[src/rtl/owm_pkg.sv]
`timescale 1ns / 1ps
`default_nettype none
// ---------------------------------------------------------------------------
// owm_pkg
// Shared types and constants of the one-wire bus master: item kinds, timing
// register indexes and the classified command that crosses the queue.
// ---------------------------------------------------------------------------
package owm_pkg;

   // widths fixed by the item and register formats
   localparam int KIND_W  = 2;
   localparam int BYTE_W  = 8;
   localparam int TIME_W  = 10;
   localparam int INDEX_W = 3;

   // item kinds
   localparam logic [KIND_W-1:0] KIND_TICK  = 2'd0;
   localparam logic [KIND_W-1:0] KIND_RESET = 2'd1;
   localparam logic [KIND_W-1:0] KIND_WRITE = 2'd2;
   localparam logic [KIND_W-1:0] KIND_READ  = 2'd3;

   // timing register indexes
   localparam logic [INDEX_W-1:0] REG_RESET_LOW   = 3'd0;
   localparam logic [INDEX_W-1:0] REG_RESET_WAIT  = 3'd1;
   localparam logic [INDEX_W-1:0] REG_SLOT_LOW    = 3'd2;
   localparam logic [INDEX_W-1:0] REG_WRITE_HOLD  = 3'd3;
   localparam logic [INDEX_W-1:0] REG_RECOVERY    = 3'd4;
   localparam logic [INDEX_W-1:0] REG_READ_SAMPLE = 3'd5;
   localparam logic [INDEX_W-1:0] REG_READ_TAIL   = 3'd6;

   // timing register reset values
   localparam logic [TIME_W-1:0] RESET_LOW_DEF   = 10'd400;
   localparam logic [TIME_W-1:0] RESET_WAIT_DEF  = 10'd400;
   localparam logic [TIME_W-1:0] SLOT_LOW_DEF    = 10'd2;
   localparam logic [TIME_W-1:0] WRITE_HOLD_DEF  = 10'd60;
   localparam logic [TIME_W-1:0] RECOVERY_DEF    = 10'd2;
   localparam logic [TIME_W-1:0] READ_SAMPLE_DEF = 10'd6;
   localparam logic [TIME_W-1:0] READ_TAIL_DEF   = 10'd80;

   // classified item as held in the queue
   typedef struct packed {
      logic              is_tick;
      logic              is_reset;
      logic              is_read;
      logic [BYTE_W-1:0] operand;
      logic              level;
   } cmd_type;

endpackage
`default_nettype wire

[src/rtl/owm_front.sv]
`timescale 1ns / 1ps
`default_nettype none
// ---------------------------------------------------------------------------
// owm_front
// Input side: accepts items when the queue has room and classifies them
// into tick, reset, write or read with the preset shift operand.
// ---------------------------------------------------------------------------
module owm_front (
   input  wire logic                       req_valid,
   output logic                            req_stall,
   input  wire logic [owm_pkg::KIND_W-1:0] req_kind,
   input  wire logic [owm_pkg::BYTE_W-1:0] req_write_byte,
   input  wire logic                       req_bus_level,
   input  wire logic                       queue_full,
   output logic                            push,
   output owm_pkg::cmd_type                push_cmd
);
   import owm_pkg::*;

   // stall only on a full queue
   assign req_stall = queue_full;
   assign push      = req_valid & ~queue_full;

   // classify the item
   always_comb begin
      push_cmd          = '0;
      push_cmd.level    = req_bus_level;
      push_cmd.is_tick  = (req_kind == KIND_TICK);
      push_cmd.is_reset = (req_kind == KIND_RESET);
      push_cmd.is_read  = (req_kind == KIND_READ);
      // a read shifts in from zero, a write shifts out the byte
      push_cmd.operand  = (req_kind == KIND_WRITE) ? req_write_byte : '0;
   end

endmodule
`default_nettype wire

[src/rtl/owm_queue.sv]
`timescale 1ns / 1ps
`default_nettype none
// ---------------------------------------------------------------------------
// owm_queue
// Short first-in first-out queue of classified items between the input
// side and the bus engine.
// ---------------------------------------------------------------------------
module owm_queue #(
   parameter int DEPTH = 2
) (
   input  wire logic             clock,
   input  wire logic             reset,
   input  wire logic             push,
   input  wire owm_pkg::cmd_type push_cmd,
   output logic                  full,
   input  wire logic             pop,
   output logic                  pop_valid,
   output owm_pkg::cmd_type      pop_cmd
);
   import owm_pkg::*;

   localparam int PTR_W = (DEPTH > 1) ? $clog2(DEPTH) : 1;
   localparam int CNT_W = $clog2(DEPTH + 1);
   localparam logic [PTR_W-1:0] LAST = PTR_W'(DEPTH - 1);
   localparam logic [CNT_W-1:0] FULL_COUNT = CNT_W'(DEPTH);

   cmd_type            slot_ff [DEPTH];
   logic [PTR_W-1:0]   wr_ptr_ff, wr_ptr_in;
   logic [PTR_W-1:0]   rd_ptr_ff, rd_ptr_in;
   logic [CNT_W-1:0]   count_ff,  count_in;

   assign full      = (count_ff == FULL_COUNT);
   assign pop_valid = (count_ff != '0);
   assign pop_cmd   = slot_ff[rd_ptr_ff];

   // pointer and fill count update
   always_comb begin
      wr_ptr_in = wr_ptr_ff;
      rd_ptr_in = rd_ptr_ff;
      count_in  = count_ff;
      if (push) begin
         wr_ptr_in = (wr_ptr_ff == LAST) ? '0 : wr_ptr_ff + 1'b1;
      end
      if (pop) begin
         rd_ptr_in = (rd_ptr_ff == LAST) ? '0 : rd_ptr_ff + 1'b1;
      end
      if (push && !pop) begin
         count_in = count_ff + 1'b1;
      end else if (pop && !push) begin
         count_in = count_ff - 1'b1;
      end
   end

   always_ff @(posedge clock) begin
      if (reset) begin
         wr_ptr_ff <= '0;
         rd_ptr_ff <= '0;
         count_ff  <= '0;
      end else begin
         wr_ptr_ff <= wr_ptr_in;
         rd_ptr_ff <= rd_ptr_in;
         count_ff  <= count_in;
      end
   end

   // storage, no reset needed
   always_ff @(posedge clock) begin
      if (push) begin
         slot_ff[wr_ptr_ff] <= push_cmd;
      end
   end

endmodule
`default_nettype wire

[src/rtl/owm_engine.sv]
`timescale 1ns / 1ps
`default_nettype none
// ---------------------------------------------------------------------------
// owm_engine
// Bus engine: timing registers, slot sequencer and the result register.
// Takes one item from the queue whenever the result register is free or being taken.
// ---------------------------------------------------------------------------
module owm_engine (
   input  wire logic                        clock,
   input  wire logic                        reset,
   input  wire logic                        csr_write_en,
   input  wire logic [owm_pkg::INDEX_W-1:0] csr_index,
   input  wire logic [owm_pkg::TIME_W-1:0]  csr_wdata,
   input  wire logic                        pop_valid,
   input  wire owm_pkg::cmd_type            pop_cmd,
   output logic                             pop,
   output logic                             rsp_valid,
   input  wire logic                        rsp_stall,
   output logic                             rsp_drive_low,
   output logic                             rsp_busy_res,
   output logic                             rsp_done_res,
   output logic [owm_pkg::BYTE_W-1:0]       rsp_read_byte,
   output logic                             rsp_rejected
);
   import owm_pkg::*;

   // sequencer phases
   localparam logic [2:0] PH_IDLE     = 3'd0;
   localparam logic [2:0] PH_RST_LOW  = 3'd1;
   localparam logic [2:0] PH_RST_WAIT = 3'd2;
   localparam logic [2:0] PH_SLOT_LOW = 3'd3;
   localparam logic [2:0] PH_WR_HOLD  = 3'd4;
   localparam logic [2:0] PH_WR_REC   = 3'd5;
   localparam logic [2:0] PH_RD_WAIT  = 3'd6;
   localparam logic [2:0] PH_RD_TAIL  = 3'd7;

   logic [TIME_W-1:0] reset_low_ff, reset_wait_ff, slot_low_ff, write_hold_ff;
   logic [TIME_W-1:0] recovery_ff, read_sample_ff, read_tail_ff;

   logic [2:0]        phase_ff,     phase_in;
   logic [TIME_W-1:0] time_left_ff, time_left_in;
   logic [2:0]        bit_index_ff, bit_index_in;
   logic              op_is_read_ff, op_is_read_in;
   logic [BYTE_W-1:0] shift_ff,     shift_in;
   logic              line_ff,      line_in;
   logic [BYTE_W-1:0] last_read_ff, last_read_in;
   logic              valid_ff,     valid_in;
   logic              done_ff,      done_in;
   logic              rej_ff,       rej_in;
   logic              busy;

   // timing registers
   always_ff @(posedge clock) begin
      if (reset) begin
         reset_low_ff   <= RESET_LOW_DEF;
         reset_wait_ff  <= RESET_WAIT_DEF;
         slot_low_ff    <= SLOT_LOW_DEF;
         write_hold_ff  <= WRITE_HOLD_DEF;
         recovery_ff    <= RECOVERY_DEF;
         read_sample_ff <= READ_SAMPLE_DEF;
         read_tail_ff   <= READ_TAIL_DEF;
      end else if (csr_write_en) begin
         case (csr_index)
            REG_RESET_LOW:   reset_low_ff   <= csr_wdata;
            REG_RESET_WAIT:  reset_wait_ff  <= csr_wdata;
            REG_SLOT_LOW:    slot_low_ff    <= csr_wdata;
            REG_WRITE_HOLD:  write_hold_ff  <= csr_wdata;
            REG_RECOVERY:    recovery_ff    <= csr_wdata;
            REG_READ_SAMPLE: read_sample_ff <= csr_wdata;
            REG_READ_TAIL:   read_tail_ff   <= csr_wdata;
            default: ;
         endcase
      end
   end

   // take the next item when the result register is free or being taken
   assign busy = (phase_ff != PH_IDLE);
   assign pop  = pop_valid & (~valid_ff | ~rsp_stall);

   // sequencer next state
   always_comb begin
      phase_in      = phase_ff;
      time_left_in  = time_left_ff;
      bit_index_in  = bit_index_ff;
      op_is_read_in = op_is_read_ff;
      shift_in      = shift_ff;
      line_in       = line_ff;
      last_read_in  = last_read_ff;
      valid_in      = valid_ff & rsp_stall;
      done_in       = done_ff;
      rej_in        = rej_ff;
      if (pop) begin
         valid_in = 1'b1;
         done_in  = 1'b0;
         rej_in   = 1'b0;
         if (!pop_cmd.is_tick) begin
            if (busy) begin
               // command while busy is dropped and flagged
               rej_in = 1'b1;
            end else if (pop_cmd.is_reset) begin
               phase_in     = PH_RST_LOW;
               time_left_in = reset_low_ff;
               line_in      = 1'b1;
            end else begin
               op_is_read_in = pop_cmd.is_read;
               shift_in      = pop_cmd.operand;
               bit_index_in  = '0;
               phase_in      = PH_SLOT_LOW;
               time_left_in  = slot_low_ff;
               line_in       = 1'b1;
            end
         end else if (busy) begin
            if (time_left_ff > TIME_W'(1)) begin
               time_left_in = time_left_ff - 1'b1;
            end else begin
               case (phase_ff)
                  PH_RST_LOW: begin
                     phase_in     = PH_RST_WAIT;
                     time_left_in = reset_wait_ff;
                     line_in      = 1'b0;
                  end
                  PH_RST_WAIT: begin
                     phase_in     = PH_IDLE;
                     time_left_in = '0;
                     done_in      = 1'b1;
                  end
                  PH_SLOT_LOW: begin
                     if (op_is_read_ff) begin
                        phase_in     = PH_RD_WAIT;
                        time_left_in = read_sample_ff;
                        line_in      = 1'b0;
                     end else begin
                        // a one bit releases the line after the start pulse
                        if (shift_ff[0]) begin
                           line_in = 1'b0;
                        end
                        shift_in     = {1'b0, shift_ff[BYTE_W-1:1]};
                        phase_in     = PH_WR_HOLD;
                        time_left_in = write_hold_ff;
                     end
                  end
                  PH_WR_HOLD: begin
                     phase_in     = PH_WR_REC;
                     time_left_in = recovery_ff;
                     line_in      = 1'b0;
                  end
                  PH_RD_WAIT: begin
                     // sample the line, lsb first
                     shift_in     = {pop_cmd.level, shift_ff[BYTE_W-1:1]};
                     phase_in     = PH_RD_TAIL;
                     time_left_in = read_tail_ff;
                  end
                  PH_WR_REC, PH_RD_TAIL: begin
                     if (bit_index_ff == 3'd7) begin
                        if (op_is_read_ff) begin
                           last_read_in = shift_ff;
                        end
                        phase_in     = PH_IDLE;
                        time_left_in = '0;
                        bit_index_in = '0;
                        done_in      = 1'b1;
                     end else begin
                        bit_index_in = bit_index_ff + 1'b1;
                        phase_in     = PH_SLOT_LOW;
                        time_left_in = slot_low_ff;
                        line_in      = 1'b1;
                     end
                  end
                  default: ;
               endcase
            end
         end
      end
   end

   always_ff @(posedge clock) begin
      if (reset) begin
         phase_ff      <= PH_IDLE;
         time_left_ff  <= '0;
         bit_index_ff  <= '0;
         op_is_read_ff <= 1'b0;
         shift_ff      <= '0;
         line_ff       <= 1'b0;
         last_read_ff  <= '0;
         valid_ff      <= 1'b0;
         done_ff       <= 1'b0;
         rej_ff        <= 1'b0;
      end else begin
         phase_ff      <= phase_in;
         time_left_ff  <= time_left_in;
         bit_index_ff  <= bit_index_in;
         op_is_read_ff <= op_is_read_in;
         shift_ff      <= shift_in;
         line_ff       <= line_in;
         last_read_ff  <= last_read_in;
         valid_ff      <= valid_in;
         done_ff       <= done_in;
         rej_ff        <= rej_in;
      end
   end

   // the state only moves when an item is taken, so it doubles as the result
   assign rsp_valid     = valid_ff;
   assign rsp_drive_low = line_ff;
   assign rsp_busy_res  = busy;
   assign rsp_done_res  = done_ff;
   assign rsp_read_byte = last_read_ff;
   assign rsp_rejected  = rej_ff;

endmodule
`default_nettype wire

[src/rtl/one_wire_bus_master.sv]
`timescale 1ns / 1ps
`default_nettype none
// ---------------------------------------------------------------------------
// one_wire_bus_master
// One-wire bus master: reset pulse, byte write and byte read, timed by
// microsecond tick items.
// ---------------------------------------------------------------------------
// Every item (a microsecond tick or a command) gives exactly one result item
// that shows the line drive, busy, done, the last read byte and whether a
// command was rejected. The block takes one item per clock while the queue
// is not full; an item is written into the queue when accepted and moves
// into the engine's result register when the engine takes it, and its result
// then stays on the rsp_ ports until it is taken. Throughput
// is set by the engine, which retires one queued item per clock whenever its
// result register is empty or being taken; a stalled result side fills the
// QUEUE_DEPTH-entry queue before req_stall rises. Timing registers may only
// be written while no item is in flight.
module one_wire_bus_master #(
   parameter int QUEUE_DEPTH = 2
) (
   input  wire logic                        clock,
   input  wire logic                        reset,
   input  wire logic                        req_valid,
   output logic                             req_stall,
   input  wire logic [owm_pkg::KIND_W-1:0]  req_kind,
   input  wire logic [owm_pkg::BYTE_W-1:0]  req_write_byte,
   input  wire logic                        req_bus_level,
   output logic                             rsp_valid,
   input  wire logic                        rsp_stall,
   output logic                             rsp_drive_low,
   output logic                             rsp_busy_res,
   output logic                             rsp_done_res,
   output logic [owm_pkg::BYTE_W-1:0]       rsp_read_byte,
   output logic                             rsp_rejected,
   input  wire logic                        csr_write_en,
   input  wire logic [owm_pkg::INDEX_W-1:0] csr_index,
   input  wire logic [owm_pkg::TIME_W-1:0]  csr_wdata
);
   import owm_pkg::*;

   logic    queue_full;
   logic    push;
   cmd_type push_cmd;
   logic    pop;
   logic    pop_valid;
   cmd_type pop_cmd;

   // accept and classify
   owm_front u_front (
      .req_valid      (req_valid),
      .req_stall      (req_stall),
      .req_kind       (req_kind),
      .req_write_byte (req_write_byte),
      .req_bus_level  (req_bus_level),
      .queue_full     (queue_full),
      .push           (push),
      .push_cmd       (push_cmd)
   );

   // decoupling queue
   owm_queue #(
      .DEPTH (QUEUE_DEPTH)
   ) u_queue (
      .clock     (clock),
      .reset     (reset),
      .push      (push),
      .push_cmd  (push_cmd),
      .full      (queue_full),
      .pop       (pop),
      .pop_valid (pop_valid),
      .pop_cmd   (pop_cmd)
   );

   // bus sequencing and results
   owm_engine u_engine (
      .clock         (clock),
      .reset         (reset),
      .csr_write_en  (csr_write_en),
      .csr_index     (csr_index),
      .csr_wdata     (csr_wdata),
      .pop_valid     (pop_valid),
      .pop_cmd       (pop_cmd),
      .pop           (pop),
      .rsp_valid     (rsp_valid),
      .rsp_stall     (rsp_stall),
      .rsp_drive_low (rsp_drive_low),
      .rsp_busy_res  (rsp_busy_res),
      .rsp_done_res  (rsp_done_res),
      .rsp_read_byte (rsp_read_byte),
      .rsp_rejected  (rsp_rejected)
   );

endmodule
`default_nettype wire

[config.mk]
export PLATFORM = sky130hd
export DESIGN_NAME = one_wire_bus_master
export DESIGN_NICKNAME = d
export VERILOG_FILES = /design/src/rtl/owm_pkg.sv /design/src/rtl/owm_front.sv /design/src/rtl/owm_queue.sv /design/src/rtl/owm_engine.sv /design/src/rtl/one_wire_bus_master.sv
export SDC_FILE = /design/constraint.sdc
export NUM_CORES = 1
export LEC_CHECK = 0
export ABC_AREA = 1
export BUFFER_PORTS_ARGS = -buffer_cell sky130_fd_sc_hd__buf_2
export CAP_MARGIN = 0
export CORE_ASPECT_RATIO = 0.5
export CORE_MARGIN = 5
export CORE_UTILIZATION = 60
export CTS_CLUSTER_DIAMETER = 50
export DETAILED_ROUTE_END_ITERATION = 12
export PLACE_DENSITY = 0.79
export SETUP_SLACK_MARGIN = 0.5
export SLEW_MARGIN = 20
export SYNTH_ARGS = -nofsm -noshare
export SYNTH_HDL_FRONTEND = slang
export SYNTH_SLANG_ARGS = --single-unit
[constraint.sdc]
create_clock -name clock -period 2.2 [get_ports clock]
set_clock_uncertainty 0.15 [all_clocks]
set_input_delay 0.11 -clock clock [delete_from_list [all_inputs] [get_ports clock]]
set_output_delay 0.11 -clock clock [all_outputs]
set_load 0.02 [all_outputs]
==> results of run 1 <==
state kept, by name, summed over array words and instances, names as in the netlist, 10 cells and up, named ones only:
register and flops:
u_engine.read_tail_ff 10, u_engine.recovery_ff 10, u_engine.slot_low_ff 10, u_engine.reset_low_ff 10, u_engine.time_left_ff 10, u_engine.read_sample_ff 10, u_queue.slot_ff 24, u_engine.write_hold_ff 10
u_engine.reset_wait_ff 10
metal layers:
layer  wire length (um)  global-route usage [%]  vias up
met5                  0                       0        -
met4               1820                    17.2        0
met3               3540                    9.92      244
met2              11000                    51.1      751
met1               8970                    41.1     3374
li1                   -                       -     3192
cell usage after synthesis (4+ instances only):
master      n  area (sq um)
a21oi_1    40           200
dfxtp_1   112          2240
nor2_2      5          31.3
nor2_1    217           815
edfxtp_1   24           721
o21ai_0    88           440
o31ai_1     7          52.6
clkbuf_1   23          86.3
nand2_1   202           758
buf_4       4          30.0
nand3_1    42           210
buf_2       7          35.0
nor3_1      4          20.0
inv_2       6          22.5
ha_1        8           100
clkinv_1    5          18.8
nand2_2     5          31.3
nand3_2     4          40.0
nand4_1    14          87.6
inv_1      78           293
per-stage QoR:
| stage | total power, mW | cells |
|---|---|---|
| 5_1_grt | 13.6 | 1192 |
| 4_1_cts | 11.6 | 1180 |
| 2_1_floorplan | 6.32 | 920 |
| 3_3_place_gp | 7.18 | 1089 |
| 3_5_place_dp | 7.29 | 1089 |
| 6_report | 13.2 | 1192 |
worst paths after layout:
path                            start                        end  slack [ns]  depth (start not counted)
max                         flip-flop       u_engine.shift_ff[7]        0.05                         10
min                      csr_index[0]  u_engine.write_hold_ff[3]        0.09                          6
max reg2reg                 flip-flop       u_engine.shift_ff[7]        0.05                         10
min reg2reg  u_engine.read_tail_ff[0]   u_engine.read_tail_ff[0]        0.31                          2
cells by family (layout without fill, tap and decap cells):
logic type               after synthesis  count (layout)
AND/OR/NAND/NOR                      499             501
AO/OA/AOI/OAI                        151             151
flip-flops                           136             136
buffers and inverters                124             254
adder cells (fa/ha/maj)                8               8
XOR/XNOR                               2               2
cell type report:
| class | count | area, sq um | area share (%) |
|---|---|---|---|
| Sequential cell | 136 | 2980 | 34.3 |
| Clock inverter | 12 | 174 | 2.00 |
| Tap cell | 140 | 175 | 2.01 |
| Timing Repair Buffer | 133 | 1090 | 12.6 |
| Multi-Input combinational cell | 662 | 3470 | 39.9 |
| Inverter | 89 | 359 | 4.12 |
| Clock buffer | 20 | 447 | 5.13 |
critical path, cell delays in order (launching register included):
cell     delay [ns]
dfxtp_4        0.41
buf_4          0.13
inv_1          0.05
nand2_1        0.09
nand2_2        0.14
nand2_4        0.19
nand2_1        0.13
nor2_4         0.15
nand3_2        0.17
o21ai_1        0.27
nor2_1         0.12
repair_timing:
action | 4_1_cts | 5_1_grt
endpoints found under the hold margin | 97 | 0
setup buffers | 32 | 10
hold buffers | 24 | 0
gates cloned | 3 | 2
pin swaps | 33 | 28
gates resized for setup | 87 | 72
setup endpoints to repair | 60 | 62
power by group through the flow:
| stage | clock [mW] | combinational, mW | sequential [mW] |
|---|---|---|---|
| floorplan | 0 | 3.13 | 3.19 |
| global placement | 0 | 3.93 | 3.25 |
| detailed placement | 0 | 4.04 | 3.25 |
| CTS | 3.03 | 5.32 | 3.24 |
| global route | 3.17 | 7.06 | 3.35 |
| finish | 3.09 | 6.75 | 3.33 |
==> parameters.txt, run 1 <==
Parameter                              Value

Outcome
  Run status    complete, no violations

Power and ir drop
  Share of power burned in the clock network    23.5%
  Share of power burned in registers    approximately a quarter
  Power Density    1510 nW/um^2
  Worst-case vdd ir drop    between 0.0008 and 0.0009 V
  Comb pwr share    ~51%
  Sw Ratio    44.3%
  Switching power total    5.83 mW
  Power Internal    about 7.3 mW
  Total leakage power    3.94 nW

Synthesis
  #FFs+latches synth    136
  Share of synthesized registers carrying an async set or reset    0%
  Warning count from the yosys run    0
  Cell variety after synth    34
  Post-synthesis simple-gate area fraction    32.1%
  Net Count, Synth    957
  Flip-flop cell with the highest count after synthesis    dfxtp_1
  Post-synthesis share of cell area spent on xor and xnor gates    0.272%
  Post-synthesis share of cell area spent on full adders, half adders and majority gates    1.55%
  Syn Std Cell Area    around 6400 sq um
  Multiplexer area fraction after synthesis    0%
  Number of synthesized flops with an enable pin    24
  Cells after synthesis    920
  Fraction of the mapped netlist area in compound gates    12.4%
  Largest family of logic cells by synthesized area    simple AND/OR/NAND/NOR gates
  Average footprint of a synthesized cell    7.01 sq um
  Share of the yosys chip area belonging to registers    46.0%

Global route
  Aggregate global routing overflow    0
  Via count of the first global-routing pass    6793
  Largest net degree at the start of global routing    45
  Global-route wire length before repair    34200 um
  GRT Overall Usage    between 30% and 40%
  Number of antenna violations at the first check in global routing    0

Die
  Die area    about 13000 sq um
  Die X    roughly 160 um
  Core region area    just over 10000 sq um
  Starting density of the core    62.3%
  Count of pins on the block boundary    43
  Die H    83.3 um
  Core Rows    26

Finish
  Growth of design area from synthesis to finish    35.1%
  Utilization of the core after routing    84.2%
  Most common cell after layout, fill and taps aside    nor2_1
  Proportion of layout cells with a drive suffix above 1    25.4%
  Filler cell count    537
  Cell area after layout    8710 sq um
  Highest-count cells in the layout ignoring fill and taps    198 x nor2_1, 180 x nand2_1, 103 x dfxtp_1
  Total number of nets in the final design    ~1100
  Antenna cells    0

Placement
  Last weighted congestion value of the routability-driven placer    0.904
  I/O Buffers    42
  Placed wire-length estimate after detailed placement    between 10000 and 15000 um
  Worst-case setup slack after placement    between 0.2 and 0.25 ns
  Standard cell area after detailed placement    6910 sq um

Timing
  Min Tclk post-route    approximately 2.1 ns
  Achievable Freq    466 MHz
  Measured slew at the worst slew-check pin    0.832 ns
  Worst hold slack    0.0948 ns
  Final-report setup violation count    0
  Max transition margin    43.9%
  Number of endpoints with negative hold slack in the final report    0
  Share of the clock period used by the worst path after layout    a little over nine tenths
  Sum Neg Setup Slack    0 ns
  Slew Viols, Final    0
  Setup repair after global routing missed its margin    yes
  Setup slack of the critical path after layout    0.0542 ns

Worst setup path
  Worst setup EP type    flip-flop
  Launching element type of the critical path    flip-flop
  Largest driver fanout on the critical path    6
  Critical path required time    between 2 and 2.5 ns
  Data arrival time of the worst path    2.31 ns
  Critical path start-end classification    flip-flop to flip-flop

CTS
  Clock-pin slew on the worst setup and hold paths    0.07 ns
  Maximum clock path buffer count    2
  Clock root buffer master    clkbuf_16
  Clock latency at the later pin of the worst-skew pair    0.44 ns
  TritonCTS clock tree    yes
  H-tree depth reported by CTS    4
  Number of buffers created by CTS    17
  Number of clock sinks seen by CTS    136

Drt
  Total wire length after detailed routing    25400 um
  Post-route antenna net violation count    0
  Post-DR wirelength/cell    21.3 um
  Routed via count    7561
  Count of routing violations after the opening detailed-route iteration    1411
  Detailed Routing Iterations Pass 1    9
  Post-route DRC violation count    0
  Number of vias per cell after detailed routing    6.34

Run
  Number of maximum-capacitance constraint violations    0

Hold path
  Type of the tightest min-delay check    input port to flip-flop
Power figures use the tool's default switching activity.
==> run 2: changes to the inputs <==
==> constraint.sdc (replaced) <==
create_clock -name clock -period 2.7 [get_ports clock]
set_clock_uncertainty 0.15 [all_clocks]
set_input_delay 0.135 -clock clock [delete_from_list [all_inputs] [get_ports clock]]
set_output_delay 0.135 -clock clock [all_outputs]
set_load 0.02 [all_outputs]
==> run 2 against run 1 <==
  * Critical endpoint is now u_engine.time_left_ff[4]
  * Maximum frequency grew 4.9%
  * Utilization fell by 9.5 points
  * Worst hold slack improved by 0.0076 ns
  * Sequential cell count did not move
  * Critical path depth is 1 higher
  * Register-to-register slack improved by 0.60 ns
  * Sequential share of layout area rose by 4.1 points
  * First-iteration DRC count down 49%
==> parameters.txt, run 2 (synthesized netlist as in run 1, its figures left out) <==
Parameter                              Value

Outcome
  Run status    complete, no violations (unchanged)

Power and ir drop
  Share of power burned in registers    31.2% (was 25.3%)
  Total leakage power    3.57 nW (was 3.94 nW)
  Power Internal    4.97 mW (was 7.35 mW)
  Share of power burned in the clock network    28.0% (was 23.5%)
  Power Density    1090 nW/um^2 (was 1510 nW/um^2)
  Comb pwr share    40.8% (was 51.2%)
  Worst-case vdd ir drop    0.000541 V (was 0.000810 V)
  Sw Ratio    40.9% (was 44.3%)
  Switching power total    3.44 mW (was 5.83 mW)

CTS
  Clock-pin slew on the worst setup and hold paths    0.06 ns (was 0.07 ns)
  Maximum clock path buffer count    2 (unchanged)
  Number of buffers created by CTS    17 (unchanged)
  Number of clock sinks seen by CTS    136 (unchanged)
  Clock root buffer master    clkbuf_16 (unchanged)
  Clock latency at the later pin of the worst-skew pair    0.42 ns (was 0.44 ns)
  H-tree depth reported by CTS    4 (unchanged)
  TritonCTS clock tree    yes (unchanged)

Finish
  Total number of nets in the final design    1027 (was 1076)
  Proportion of layout cells with a drive suffix above 1    12.5% (was 25.4%)
  Register name with the most flops    u_queue.slot_ff (unchanged)
  Area of all sequential standard cells    2970 sq um (was 2980 sq um)
  Growth of design area from synthesis to finish    19.9% (was 35.1%)
  Most common cell after layout, fill and taps aside    nor2_1 (unchanged)
  Highest-count cells in the layout ignoring fill and taps    215 x nor2_1, 202 x nand2_1, 110 x dfxtp_1 (was 198 x nor2_1, 180 x nand2_1, 103 x dfxtp_1)
  Multi-input gate area    3010 sq um (was 3470 sq um)
  Flip-flop count of the largest register, all copies and words added    24 (unchanged)
  Antenna cells    0 (unchanged)
  Filler cell count    787 (was 537)

Global route
  Number of antenna violations at the first check in global routing    0 (unchanged)
  Largest net degree at the start of global routing    85 (was 45)
  Grt peak-use layer    met2 (unchanged)
  GRT Overall Usage    27.8% (was 32.8%)
  Met1 Usage GRT    36.5% (was 41.1%)
  Met3 Use GR    9.92% (unchanged)
  Via count of the first global-routing pass    5870 (was 6793)
  Aggregate global routing overflow    0 (unchanged)
  Global-route wire length before repair    29100 um (was 34200 um)
  Met2 capacity usage during global routing    42.1% (was 51.1%)

Drt
  Detailed Routing Iterations Pass 1    6 (was 9)
  Number of vias per cell after detailed routing    5.49 (was 6.34)
  Count of routing violations after the opening detailed-route iteration    713 (was 1411)
  Post-DR wirelength/cell    15.7 um (was 21.3 um)
  Post-route DRC violation count    0 (unchanged)
  Routed via count    6272 (was 7561)
  Post-route antenna net violation count    0 (unchanged)
  Total wire length after detailed routing    18000 um (was 25400 um)

Die
  Die X    157 um (unchanged)
  Core Rows    26 (unchanged)
  Count of pins on the block boundary    43 (unchanged)
  Die area    13000 sq um (unchanged)
  Starting density of the core    62.3% (unchanged)
  Die H    83.3 um (unchanged)
  Core region area    10300 sq um (unchanged)

Timing
  Number of endpoints with negative hold slack in the final report    0 (unchanged)
  Worst hold slack    0.102 ns (was 0.0948 ns)
  Measured slew at the worst slew-check pin    1.02 ns (was 0.832 ns)
  Share of the clock period used by the worst path after layout    75.7% (was 97.5%)
  Min Tclk post-route    2.05 ns (was 2.15 ns)
  Final-report setup violation count    0 (unchanged)
  Sum Neg Setup Slack    0 ns (unchanged)
  Slew Viols, Final    0 (unchanged)
  Setup repair after global routing missed its margin    no (was yes)
  Max transition margin    32.0% (was 43.9%)
  Achievable Freq    489 MHz (was 466 MHz)

Hold path
  Type of the tightest min-delay check    input port to flip-flop (unchanged)
  Launch instance of the worst min-delay path    req_valid (was csr_index[0])
  Worst hold stages    5 (was 6)
  Min-Delay Endpoint    u_queue.wr_ptr_ff (was u_engine.write_hold_ff[3])

Worst setup path
  Largest driver fanout on the critical path    7 (was 6)
  Critical path start-end classification    flip-flop to flip-flop (unchanged)
  Critical path required time    2.91 ns (was 2.36 ns)
  Critical R2R Launch    u_engine.bit_index_ff[0]
  Worst setup EP type    flip-flop (unchanged)
  Reg2reg setup slack    0.65 ns (was 0.05 ns)
  Data arrival time of the worst path    2.25 ns (was 2.31 ns)
  CP Launch Point    u_engine.bit_index_ff[0]
  Worst r2r path cells    11 (was 10)
  Launching element type of the critical path    flip-flop (unchanged)
  Crit Reg-Reg Endpoint    u_engine.time_left_ff[4] (was u_engine.shift_ff[7])

Placement
  I/O Buffers    42 (unchanged)
  Last weighted congestion value of the routability-driven placer    0.934 (was 0.904)
  Placed wire-length estimate after detailed placement    11600 um (was 11900 um)

Run
  Number of maximum-capacitance constraint violations    0 (unchanged)
==> run 2: changes by cell type in the layout (fill, tap and decap cells not counted), sizes merged <==
| cell | before | now |
|---|---|---|
| buf | 109 | 62 |
| bufinv | 4 | 3 |
| clkinv | 10 | 8 |
| clkinvlp | 3 | 6 |
| nand3 | 48 | 46 |
==> run 2: final cells by class <==
cell class | instances | area share [%]
multi-input combinational | 660 | 38.9
sequential | 136 | 38.4
timing repair buffer | 86 | 8.31
clock buffer | 20 | 5.78
inverter | 89 | 4.42
tap | 140 | 2.27
clock inverter | 12 | 1.94
==> run 2: stage by stage <==
step                      cell area, sq um  setup WS (ns)  utilization [%]  power [mW]  std cells
after floorplan                       6440          0.736                -        4.99        920
after global routing                  7730          0.540             74.7        8.96       1143
after detailed placement              6770          0.454             65.5        5.74       1079
final                                 7730          0.655             74.7        8.41       1143
after global placement                6770          0.572             65.5        5.66       1079
after CTS                             7640          0.518             73.8        8.21       1137
==> run 2: how the worst max path moves through the flow <==
stage	endpoint	slack [ns]
6_report	u_engine.time_left_ff[4]	0.65
5_1_grt	u_engine.time_left_ff[4]	0.54
4_1_cts	u_engine.shift_ff[1]	0.52
3_5_place_dp	u_engine.time_left_ff[7]	0.45
3_3_place_gp	u_engine.time_left_ff[8]	0.57
2_1_floorplan	u_engine.bit_index_ff[1]	0.74
==> run 2: power groups by stage <==
stage / sequential (mW) / clock, mW / combinational [mW]
floorplan: 2.59 / 0 / 2.40
global placement: 2.64 / 0 / 3.02
detailed placement: 2.65 / 0 / 3.09
CTS: 2.61 / 2.36 / 3.24
global route: 2.66 / 2.47 / 3.83
finish: 2.62 / 2.36 / 3.43
==> run 2: critical path: stages, from the launching register on <==
cell and delay [ns]:
dfxtp_1 0.33, ha_1 0.20, ha_1 0.21, inv_1 0.20
nand3_1 0.19, inv_1 0.18, nand2_1 0.07, nand2_1 0.08
nor2_1 0.05, nand3_1 0.12, nand2_1 0.09, a21oi_1 0.12
==> run 2: metal layers <==
metal  vias to the layer above  share of wire, %
met5                         -                 0
met4                         0               3.4
met3                        48                10
met2                       305                43
met1                      2833                43
li1                       3086                 -
==> run 2: what timing repair did <==
action	CTS	global route
buffers inserted	2	6
resized for setup	0	10
endpoints found under the hold margin	91	0
endpoints found under the setup margin	6	32
hold buffers	24	0
pin swaps	1	4
